<file path="src/sv/csps_pkg.sv">
// Shared types, constants and the CRC-32 byte step of the signature pointer scanner.
`default_nettype none

package csps_pkg;

	localparam int unsigned ADDR_W = 32;
	localparam int unsigned OUT_OFFSET_W = 25;
	localparam int unsigned SEEN_W = 26;

	localparam logic [31:0] CRC_POLY = 32'hEDB8_8320;
	localparam logic [31:0] CRC_INIT = 32'hFFFF_FFFF;
	localparam logic [31:0] SIG_RESET = 32'h27EA_7FCF;
	localparam logic [ADDR_W-1:0] NOT_FOUND_ADDR = 32'hFFFF_FFFF;
	localparam logic [SEEN_W-1:0] SEEN_MAX = {SEEN_W{1'b1}};

	// Control from the sequencer to the shared CRC unit.
	typedef struct packed {
		logic init;
		logic step;
	} crc_ctrl_t;

	// One byte of the reflected CRC-32, eight bit steps.
	function automatic logic [31:0] crc32_byte(input logic [31:0] acc, input logic [7:0] data);
		logic [31:0] c;
		c = acc ^ {24'd0, data};
		for (int b = 0; b < 8; b++) begin
			c = c[0] ? ((c >> 1) ^ CRC_POLY) : (c >> 1);
		end
		return c;
	endfunction

endpackage

`default_nettype wire

</file>
<file path="src/sv/csps_if.sv">
// Input and output channel interfaces of the signature pointer scanner.
`default_nettype none

interface csps_in_if import csps_pkg::*; ();
	logic       valid;
	logic       ready;
	logic [7:0] rom_byte;
	logic       last;

	modport source (output valid, output rom_byte, output last, input ready);
	modport sink (input valid, input rom_byte, input last, output ready);
endinterface

interface csps_out_if import csps_pkg::*; ();
	logic                    valid;
	logic                    ready;
	logic [ADDR_W-1:0]       hook_address;
	logic                    found;
	logic [OUT_OFFSET_W-1:0] match_offset;

	modport source (output valid, output hook_address, output found, output match_offset,
		input ready);
	modport sink (input valid, input hook_address, input found, input match_offset,
		output ready);
endinterface

`default_nettype wire

</file>
<file path="src/sv/csps_ram.sv">
// Generic single-write, single-read RAM with registered read data.
`default_nettype none

module csps_ram #(
	parameter int unsigned WIDTH = 8,
	parameter int unsigned DEPTH = 120
) (
	input  wire logic                     clk,
	input  wire logic                     we,
	input  wire logic [$clog2(DEPTH)-1:0] waddr,
	input  wire logic [WIDTH-1:0]         wdata,
	input  wire logic                     re,
	input  wire logic [$clog2(DEPTH)-1:0] raddr,
	output logic      [WIDTH-1:0]         rdata
);

	logic [WIDTH-1:0] mem_q [DEPTH];

	always_ff @(posedge clk) begin
		if (we) begin
			mem_q[waddr] <= wdata;
		end
		if (re) begin
			rdata <= mem_q[raddr];
		end
	end

endmodule

`default_nettype wire

</file>
<file path="src/sv/csps_crc_unit.sv">
// Shared CRC-32 accumulator that folds in one byte per step.
`default_nettype none

module csps_crc_unit import csps_pkg::*; (
	input  wire logic        clk,
	input  wire logic        arst_n,
	input  wire crc_ctrl_t   ctrl,
	input  wire logic [7:0]  data,
	output logic      [31:0] crc
);

	logic [31:0] crc_q;

	always_ff @(posedge clk or negedge arst_n) begin
		if (!arst_n) begin
			crc_q <= CRC_INIT;
		end else if (ctrl.init) begin
			crc_q <= CRC_INIT;
		end else if (ctrl.step) begin
			crc_q <= crc32_byte(crc_q, data);
		end
	end

	assign crc = crc_q;

endmodule

`default_nettype wire

</file>
<file path="src/sv/crc_signature_pointer_scanner.sv">
// Top level of the CRC-32 signature pointer scanner.
//
//  channel  dir  handshake          payload
//  din      in   valid / ready      rom_byte[7:0], last
//  dout     out  valid / ready      hook_address[31:0], found, match_offset[24:0]
//  cfg      in   cfg_we (no stall)  cfg_wdata[31:0] -> signature_crc
//
// A byte that completes a window at an even offset that fits in OFFSET_BITS bits starts a
// CRC check, and no byte is accepted until it ends: the shared CRC unit folds in one byte
// per cycle, fed by the single read port of the window RAM. Every result then passes through
// the emit state.
// The output register holds a result until taken; the next byte is accepted meanwhile, and
// the block only waits in the emit state when a second result meets an untaken first one.
// Reset needs no clearing pass: window bytes are read only after a full window was written.
`default_nettype none

module crc_signature_pointer_scanner import csps_pkg::*; #(
	parameter int unsigned WINDOW_LEN     = 48,
	parameter int unsigned POINTER_OFFSET = 116,
	parameter int unsigned OFFSET_BITS    = 25
) (
	input  wire logic        clk,
	input  wire logic        arst_n,
	csps_in_if.sink          din,
	csps_out_if.source       dout,
	input  wire logic        cfg_we,
	input  wire logic [31:0] cfg_wdata
);

	// The window buffer keeps the pointer word too, so it spans POINTER_OFFSET + 4 bytes.
	localparam int unsigned BUF_LEN = POINTER_OFFSET + 4;
	localparam int unsigned WP_W    = $clog2(BUF_LEN);
	localparam int unsigned ISSUE_W = $clog2(WINDOW_LEN + 1);
	localparam int unsigned CONS_W  = $clog2(WINDOW_LEN);

	typedef enum logic [1:0] {
		ST_IDLE,
		ST_CRC,
		ST_CMP,
		ST_EMIT
	} state_t;

	state_t                  state_q;
	logic [31:0]             sig_q;
	logic [WP_W-1:0]         wp_q;
	logic [WP_W-1:0]         rd_addr_q;
	logic [SEEN_W-1:0]       seen_q;
	logic                    match_done_q;
	logic [31:0]             ptr_q;
	logic                    last_q;
	logic [SEEN_W-1:0]       off_q;
	logic [ISSUE_W-1:0]      issue_q;
	logic [CONS_W-1:0]       cons_q;
	logic                    rd_vld_s1;
	logic [ADDR_W-1:0]       res_addr_q;
	logic                    res_found_q;
	logic [OUT_OFFSET_W-1:0] res_off_q;
	logic                    out_valid_q;
	logic [ADDR_W-1:0]       out_addr_q;
	logic                    out_found_q;
	logic [OUT_OFFSET_W-1:0] out_off_q;

	logic                    in_beat;
	logic                    active;
	logic [SEEN_W-1:0]       cur_off;
	logic                    check;
	logic [WP_W-1:0]         wp_next;
	logic [WP_W-1:0]         rd_addr_next;
	logic                    ram_re;
	logic [7:0]              ram_rdata;
	logic [31:0]             crc_acc;
	logic                    crc_match;
	logic [31:0]             ptr_adj;
	logic                    slot_free;
	crc_ctrl_t               crc_ctrl;

	// The signature register is written whenever the write enable is high.
	always_ff @(posedge clk or negedge arst_n) begin
		if (!arst_n) begin
			sig_q <= SIG_RESET;
		end else if (cfg_we) begin
			sig_q <= cfg_wdata;
		end
	end

	assign din.ready = (state_q == ST_IDLE);
	assign in_beat   = din.valid && din.ready;

	// A byte enters the window only while no match is pending and the count has room.
	assign active  = !match_done_q && (seen_q != SEEN_MAX);
	assign cur_off = seen_q - SEEN_W'(BUF_LEN - 1);
	// A window is checked when its pointer word is complete, its offset is even and the
	// offset fits in OFFSET_BITS bits.
	assign check   = active && (seen_q >= SEEN_W'(BUF_LEN - 1)) && !cur_off[0]
		&& ((cur_off >> OFFSET_BITS) == '0);

	assign wp_next      = (wp_q == WP_W'(BUF_LEN - 1)) ? '0 : wp_q + 1'b1;
	assign rd_addr_next = (rd_addr_q == WP_W'(BUF_LEN - 1)) ? '0 : rd_addr_q + 1'b1;
	assign ram_re       = (state_q == ST_CRC) && (issue_q < ISSUE_W'(WINDOW_LEN));

	assign crc_ctrl.init = in_beat && check;
	assign crc_ctrl.step = rd_vld_s1;

	csps_ram #(
		.WIDTH(8),
		.DEPTH(BUF_LEN)
	) u_window_ram (
		.clk   (clk),
		.we    (in_beat && active),
		.waddr (wp_q),
		.wdata (din.rom_byte),
		.re    (ram_re),
		.raddr (rd_addr_q),
		.rdata (ram_rdata)
	);

	csps_crc_unit u_crc (
		.clk    (clk),
		.arst_n (arst_n),
		.ctrl   (crc_ctrl),
		.data   (ram_rdata),
		.crc    (crc_acc)
	);

	assign crc_match = (crc_acc ^ CRC_INIT) == sig_q;
	// An odd pointer drops bit 0 and gains 4; an even one drops bits 1:0 and gains 8.
	assign ptr_adj   = ptr_q[0] ? ({ptr_q[31:1], 1'b0} + 32'd4) : ({ptr_q[31:2], 2'b00} + 32'd8);
	assign slot_free = !out_valid_q || dout.ready;

	always_ff @(posedge clk or negedge arst_n) begin
		if (!arst_n) begin
			state_q      <= ST_IDLE;
			wp_q         <= '0;
			rd_addr_q    <= '0;
			seen_q       <= '0;
			match_done_q <= 1'b0;
			ptr_q        <= '0;
			last_q       <= 1'b0;
			off_q        <= '0;
			issue_q      <= '0;
			cons_q       <= '0;
			rd_vld_s1    <= 1'b0;
			res_addr_q   <= '0;
			res_found_q  <= 1'b0;
			res_off_q    <= '0;
			out_valid_q  <= 1'b0;
			out_addr_q   <= '0;
			out_found_q  <= 1'b0;
			out_off_q    <= '0;
		end else begin
			// In the emit state the output register is refilled below instead.
			if (out_valid_q && dout.ready && (state_q != ST_EMIT)) begin
				out_valid_q <= 1'b0;
			end
			rd_vld_s1 <= ram_re;

			case (state_q)
				ST_IDLE: begin
					if (in_beat) begin
						last_q <= din.last;
						off_q  <= cur_off;
						if (active) begin
							rd_addr_q <= wp_next;
							ptr_q     <= {din.rom_byte, ptr_q[31:8]};
							// A closing byte with no window to check rearms the scan below.
							if (check || !din.last) begin
								wp_q   <= wp_next;
								seen_q <= seen_q + 1'b1;
							end
						end
						if (check) begin
							issue_q <= '0;
							cons_q  <= '0;
							state_q <= ST_CRC;
						end else if (din.last) begin
							// End of image without a window left to check.
							if (!match_done_q) begin
								res_addr_q  <= NOT_FOUND_ADDR;
								res_found_q <= 1'b0;
								res_off_q   <= '0;
								state_q     <= ST_EMIT;
							end
							wp_q         <= '0;
							seen_q       <= '0;
							match_done_q <= 1'b0;
						end
					end
				end
				ST_CRC: begin
					if (ram_re) begin
						issue_q   <= issue_q + 1'b1;
						rd_addr_q <= rd_addr_next;
					end
					if (rd_vld_s1) begin
						cons_q <= cons_q + 1'b1;
						if (cons_q == CONS_W'(WINDOW_LEN - 1)) begin
							state_q <= ST_CMP;
						end
					end
				end
				ST_CMP: begin
					state_q <= ST_IDLE;
					if (crc_match) begin
						res_addr_q   <= ptr_adj;
						res_found_q  <= 1'b1;
						res_off_q    <= off_q[OUT_OFFSET_W-1:0] & OUT_OFFSET_W'(
							{OFFSET_BITS{1'b1}});
						state_q      <= ST_EMIT;
					end else if (last_q) begin
						res_addr_q  <= NOT_FOUND_ADDR;
						res_found_q <= 1'b0;
						res_off_q   <= '0;
						state_q     <= ST_EMIT;
					end
					// A match on the closing byte still rearms the scan.
					if (last_q) begin
						wp_q         <= '0;
						seen_q       <= '0;
						match_done_q <= 1'b0;
					end else if (crc_match) begin
						match_done_q <= 1'b1;
					end
				end
				ST_EMIT: begin
					if (slot_free) begin
						out_valid_q <= 1'b1;
						out_addr_q  <= res_addr_q;
						out_found_q <= res_found_q;
						out_off_q   <= res_off_q;
						state_q     <= ST_IDLE;
					end
				end
				default: begin
					state_q <= ST_IDLE;
				end
			endcase
		end
	end

	assign dout.valid        = out_valid_q;
	assign dout.hook_address = out_addr_q;
	assign dout.found        = out_found_q;
	assign dout.match_offset = out_off_q;

	// Read data only comes back while a window is being folded.
	a_rd_in_crc: assert property (@(posedge clk) disable iff (!arst_n)
		rd_vld_s1 |-> (state_q == ST_CRC))
		else $error("window read data outside the CRC pass");

	// The CRC pass never issues more reads than the window has bytes.
	a_issue_bound: assert property (@(posedge clk) disable iff (!arst_n)
		issue_q <= ISSUE_W'(WINDOW_LEN))
		else $error("CRC pass issued too many reads");

	// An adjusted pointer is always even.
	a_found_even: assert property (@(posedge clk) disable iff (!arst_n)
		(dout.valid && dout.found) |-> !dout.hook_address[0])
		else $error("matched hook address is odd");

	// A miss beat carries the fixed not-found payload.
	a_miss_payload: assert property (@(posedge clk) disable iff (!arst_n)
		(dout.valid && !dout.found) |->
			((dout.hook_address == NOT_FOUND_ADDR) && (dout.match_offset == '0)))
		else $error("not-found beat with a wrong payload");

endmodule

`default_nettype wire
</file>
<file path="src/flat_wrapper.sv">
// flat-port wrapper written by rule: the top's interface ports become plain ports
module crc_signature_pointer_scanner_flat import csps_pkg::*;
#(
	parameter int unsigned WINDOW_LEN     = 48,
	parameter int unsigned POINTER_OFFSET = 116,
	parameter int unsigned OFFSET_BITS    = 25
)
  (clk, arst_n, cfg_we, cfg_wdata, din_valid, din_rom_byte, din_last, din_ready, dout_valid, dout_hook_address, dout_found, dout_match_offset, dout_ready);
  csps_in_if din_i ();
  csps_out_if dout_i ();
  input  wire logic clk;
  input  wire logic arst_n;
  input  wire logic cfg_we;
  input  wire logic [31:0] cfg_wdata;
  input wire logic [$bits(din_i.valid)-1:0] din_valid;
  input wire logic [$bits(din_i.rom_byte)-1:0] din_rom_byte;
  input wire logic [$bits(din_i.last)-1:0] din_last;
  output wire logic [$bits(din_i.ready)-1:0] din_ready;
  output wire logic [$bits(dout_i.valid)-1:0] dout_valid;
  output wire logic [$bits(dout_i.hook_address)-1:0] dout_hook_address;
  output wire logic [$bits(dout_i.found)-1:0] dout_found;
  output wire logic [$bits(dout_i.match_offset)-1:0] dout_match_offset;
  input wire logic [$bits(dout_i.ready)-1:0] dout_ready;
  assign din_i.valid = din_valid;
  assign din_i.rom_byte = din_rom_byte;
  assign din_i.last = din_last;
  assign din_ready = din_i.ready;
  assign dout_valid = dout_i.valid;
  assign dout_hook_address = dout_i.hook_address;
  assign dout_found = dout_i.found;
  assign dout_match_offset = dout_i.match_offset;
  assign dout_i.ready = dout_ready;
  crc_signature_pointer_scanner #(.WINDOW_LEN(WINDOW_LEN), .POINTER_OFFSET(POINTER_OFFSET), .OFFSET_BITS(OFFSET_BITS)) u_core (.clk(clk), .arst_n(arst_n), .din(din_i), .dout(dout_i), .cfg_we(cfg_we), .cfg_wdata(cfg_wdata));
endmodule
</file>
<file path="config.mk">
export PLATFORM = sky130hd
export DESIGN_NAME = crc_signature_pointer_scanner_flat
export DESIGN_NICKNAME = d
export VERILOG_FILES = /design/src/sv/csps_pkg.sv /design/src/sv/csps_if.sv /design/src/sv/csps_ram.sv /design/src/sv/csps_crc_unit.sv /design/src/sv/crc_signature_pointer_scanner.sv /design/src/flat_wrapper.sv
export SDC_FILE = /design/constraint.sdc
export NUM_CORES = 2
export LEC_CHECK = 0
export CORE_MARGIN = 10
export CORE_UTILIZATION = 52
export CTS_CLUSTER_DIAMETER = 30
export CTS_CLUSTER_SIZE = 25
export DETAILED_ROUTE_END_ITERATION = 10
export DONT_BUFFER_PORTS = 1
export HOLD_SLACK_MARGIN = 0.02
export PLACE_DENSITY_LB_ADDON = 0.05
export SLEW_MARGIN = 20
export SYNTH_ARGS = -nofsm -noshare
export SYNTH_HDL_FRONTEND = slang
export SYNTH_HIERARCHICAL = 1
export SYNTH_SLANG_ARGS = --single-unit
</file>
<file path="constraint.sdc">
create_clock -name clk -period 6.95 [get_ports clk]
set_clock_uncertainty 0.05 [all_clocks]
set_input_delay 1.0425 -clock clk [delete_from_list [all_inputs] [get_ports clk]]
set_output_delay 1.0425 -clock clk [all_outputs]
set_load 0.02 [all_outputs]
</file>
==> impl_metrics.ini <==
[run_status]
result_of_the_run = completed

[clock_network]
clockBufferDepth = 3
clk_tree_root_cell = sky130_fd_sc_hd__clkbuf_16
tritoncts_buffer_count = 239
number_of_sinks_on_the_clock_net = 1263
clk-insertion-delay-late_ns = 0.81
cts-htree-levels = 4
cts.reportedPaths.clkPinSlew_ns = 0.05
cts_tree = done

[global_routing]
via_count_of_the_first_global_routing_pass = 29209
grt_use_total = 0.229
globalRouteOverflowTotal = 0
grt_pass1_wl_um = 195000
pin_count_of_the_biggest_net_entering_global_routing = 242
antenna_found_initial = 0

[detailed_routing]
drt_iter0_markers = 2556
drt-total-wl_um = 129000
dr.max_layer_used = met4
via_density_per_instance = 6.12
routed-wl-met3_um = 9580
detail-route-antenna-nets = 0
routed-via-count = 28803
met2_wirelength_um = 61900
wl_per_cell_um = 27.5
met1Wirelength_um = 54800
drt_first_pass_iters = 5
remaining_drc_errors = 0

[synth]
netlist_area_um2 = 52300
synth_fp_nets = 3130
synth_seq_area_share = 0.698
synthMostInstantiatedCell = sky130_fd_sc_hd__edfxtp_1
synthArstFlopShare = 0.234
synth_top_area_frac = 0.556
ys_dominant_reg_cell = sky130_fd_sc_hd__edfxtp_1
commonest_cells_in_the_netlist = sky130_fd_sc_hd__edfxtp_1 (968), sky130_fd_sc_hd__dfrtp_1 (241), sky130_fd_sc_hd__mux4_2 (238)
post_synth_inst_count = 3077
cell_type_with_the_highest_aggregate_area_in_the_netlist = sky130_fd_sc_hd__edfxtp_1
synth_cell_types = 85
synth_top_cells_by_area = sky130_fd_sc_hd__edfxtp_1 (56%), sky130_fd_sc_hd__dfrtp_1 (12%), sky130_fd_sc_hd__mux4_2 (10%)
synth-seq-cells = 1263
synth.yosys.warnings = 6
count_of_flip_flops_with_a_built_in_enable_after_synthesis = 968
syn-mean-instance-area_um2 = 17.0

[placement]
detailedPlace.worstSlack_ns = 2.50
hpwl_um = 77900
io_buffers = 0
place.gp.congestion = 0.847

[setup_path]
cp-start-kind = flip-flop
worstPathArrival_ns = 5.25
critical_path_required_ns = 7.59
worstPathMaxFanout = 43
path_cells = ha_1, nand3_1, nor4_2, a21oi_2, nand2_1, clkinv_1, o211ai_2, buf_4, inv_2, buf_4, nor2_1, a21oi_1
setup.worst_path.class = flip-flop to flip-flop
cpMaxStageDelayCell = sky130_fd_sc_hd__dfrtp_1
cp_common_cell = sky130_fd_sc_hd__buf_4
stage_delay_of_the_slowest_cell_on_the_critical_path_ns = 0.57
cp-end-kind = flip-flop

[sta]
worst_pin_slew_ns = 1.17
grt_setup_unrepaired = no
max_slew_margin = 0.218
fmaxAchievable_mhz = 217
final.setup.tns_ns = 0
post-route-period-util = 0.663
final_hold_vio_count = 0
final_period_minus_worst_setup_slack_ns = 4.61
setup_viol = 0
pins_over_their_slew_limit = 0
setup_ws_ns = 2.34

[floorplan]
core_area_um2 = 100000
floorplan.die.width_um = 337
floorplan.die.height_um = 337
num_rows = 116
initial_util = 0.523
boundaryPins = 106
die-area_um2 = 114000

[power]
share_seq_of_total_power = 0.339
p_sw_frac = 0.299
power_mw = 28.6
ir_drop_mv = 0.386
pwr_per_cell_area_nw_per_um2 = 462
total_switching_power_mw = 8.56
combPwrFrac = 0.253
leakage_nw = 21.5
pwr-share-clk = 0.408
cellInternalPower_mw = 20.0

[job]
drv_cap = 0

[final_layout]
final_layout_size_suffix_gt1_frac = 0.282
layout.nets = 3250
area_growth_syn_to_layout_pct = 18.2
filler_cell_count = 7203

[worst_hold_path]
min_delay_path_class = input pin to async pin
==> kinds of logic after synthesis <==
family | share of synthesized area
and+or+nand+nor | 0.0555
adders and majority gates | 0.00167
muxes | 0.145
buffers and inverters | 0.0216
AOI/OAI and AO/OA | 0.0483
DFF | 0.698
xor gates and xnor gates | 0.0297
==> power by group through the flow <==
| stage | registers [mW] | clock network, mW | logic (mW) |
|---|---|---|---|
| finish | 9.69 | 11.7 | 7.22 |
| global route | 9.78 | 12.2 | 7.73 |
| CTS | 9.71 | 11.8 | 7.23 |
| detailed placement | 9.85 | 0 | 7.13 |
| global placement | 9.83 | 0 | 7.11 |
| floorplan | 9.42 | 0 | 5.70 |
==> state kept, by name (all words and copies together), names as in the netlist, 2 cells and up <==
signal / flops
u_core/dout.match_offset: 25
u_core/off_q: 25
u_core/res_off_q: 25
u_core/rd_addr_q: 7
u_core/ptr_q: 32
u_core/seen_q: 26
u_core/issue_q: 6
u_core/state_q: 2
u_core/sig_q: 32
u_core/wp_q: 7
u_core/dout.hook_address: 32
u_core/u_window_ram/rdata: 8
u_core/res_addr_q: 32
u_core/u_crc/crc: 32
u_core/cons_q: 6
u_core/u_window_ram/mem_q: 960
==> critical path, delay by kind of cell, from the launching register on <==
family	cells	cell delay (ns)
and+or+nand+nor	4	1.34
adders and majority gates	1	0.40
AOI/OAI and AO/OA	3	0.55
buffers and inverters	4	1.52
DFF	1	0.57
==> routing by layer <==
layer | GRT usage | vias to the layer above
li1 | - | 12344
met1 | 0.322 | 15109
met2 | 0.360 | 1145
met3 | 0.0483 | 205
met4 | 0.0705 | 0
met5 | 0 | -
==> area by class of cell <==
type	count	area (µm²)	area share
clock inverter	167	1930	0.0313
antenna	1	2.50	0.0000405
multi-input combinational	1588	14700	0.237
sequential	1263	36500	0.591
inverter	55	206	0.00334
tap	1298	1620	0.0263
timing repair buffer	50	428	0.00692
clock buffer	287	6420	0.104
==> final timing paths <==
kind | from | endpoint | slack (ns) | cells after the start
max | u_core/seen_q[0]$_DFFE_PN0P_ | u_core/u_crc/crc[25]$_DFFE_PN1P_ | 2.34 | 12
min | arst_n | u_core/u_crc/crc[4]$_DFFE_PN1P_ | 0.10 | 0
max reg2reg | u_core/seen_q[0]$_DFFE_PN0P_ | u_core/u_crc/crc[25]$_DFFE_PN1P_ | 2.34 | 12
min reg2reg | u_core/off_q[1]$_DFFE_PN0P_ | u_core/off_q[1]$_DFFE_PN0P_ | 0.42 | 2
max in group asynchronous | arst_n | u_core/sig_q[30]$_DFFE_PN0P_ | 5.58 | 2
min in group clk | din_rom_byte[5] | u_core/u_window_ram/mem_q[56][5]$_DFFE_PP_ | 0.29 | 0
==> layout by cell type (no fill, tap or decap), types with 10 or more instances in the layout <==
master                       count
sky130_fd_sc_hd__bufinv_16      32
sky130_fd_sc_hd__a2bb2oi_1      10
sky130_fd_sc_hd__nand2b_1       15
sky130_fd_sc_hd__a31oi_1        17
sky130_fd_sc_hd__clkinv_2       40
sky130_fd_sc_hd__mux4_2        238
sky130_fd_sc_hd__a21oi_1        69
sky130_fd_sc_hd__and2_1         12
sky130_fd_sc_hd__buf_4          47
sky130_fd_sc_hd__xnor2_1       100
sky130_fd_sc_hd__nor3_1         25
sky130_fd_sc_hd__clkbuf_16     242
sky130_fd_sc_hd__clkinv_4       20
sky130_fd_sc_hd__clkbuf_1       25
sky130_fd_sc_hd__a211oi_1       12
sky130_fd_sc_hd__inv_1          50
sky130_fd_sc_hd__a22o_1         30
sky130_fd_sc_hd__xnor2_2        11
sky130_fd_sc_hd__inv_6          19
sky130_fd_sc_hd__nor2_1        188
sky130_fd_sc_hd__mux2_2        135
sky130_fd_sc_hd__clkinv_1       18
sky130_fd_sc_hd__nand3_1        71
sky130_fd_sc_hd__or2_2          18
sky130_fd_sc_hd__edfxtp_1      968
sky130_fd_sc_hd__and3_1         18
sky130_fd_sc_hd__dfstp_2        54
sky130_fd_sc_hd__nor2b_1        26
sky130_fd_sc_hd__xor2_1         42
sky130_fd_sc_hd__clkbuf_8       20
sky130_fd_sc_hd__dfrtp_1       237
sky130_fd_sc_hd__nand2_1       177
sky130_fd_sc_hd__clkinvlp_4     32
sky130_fd_sc_hd__a22oi_1        42
sky130_fd_sc_hd__mux2i_1        70
sky130_fd_sc_hd__o21ai_0        70
sky130_fd_sc_hd__o211ai_1       10
sky130_fd_sc_hd__nand4_1        24
sky130_fd_sc_hd__nor4_1         15
==> repair_timing <==
item / 4_1_cts / 5_1_grt
hold endpoints to repair: 241 / 0
setup buffers: 0 / 0
hold buffers: 1 / 0
gates resized for setup: 0 / 0
==> through the flow <==
step	util	std cells	hold slack, ns	instance area (µm²)
2_1_floorplan	-	3077	0.394	52300
3_3_place_gp	0.534	4252	0.412	53400
3_5_place_dp	0.534	4252	0.416	53400
4_1_cts	0.618	4707	0.0501	61800
5_1_grt	0.618	4708	0.0683	61800
6_report	0.618	4709	0.104	61800
Note: power is estimated with default switching activity, not from simulation.
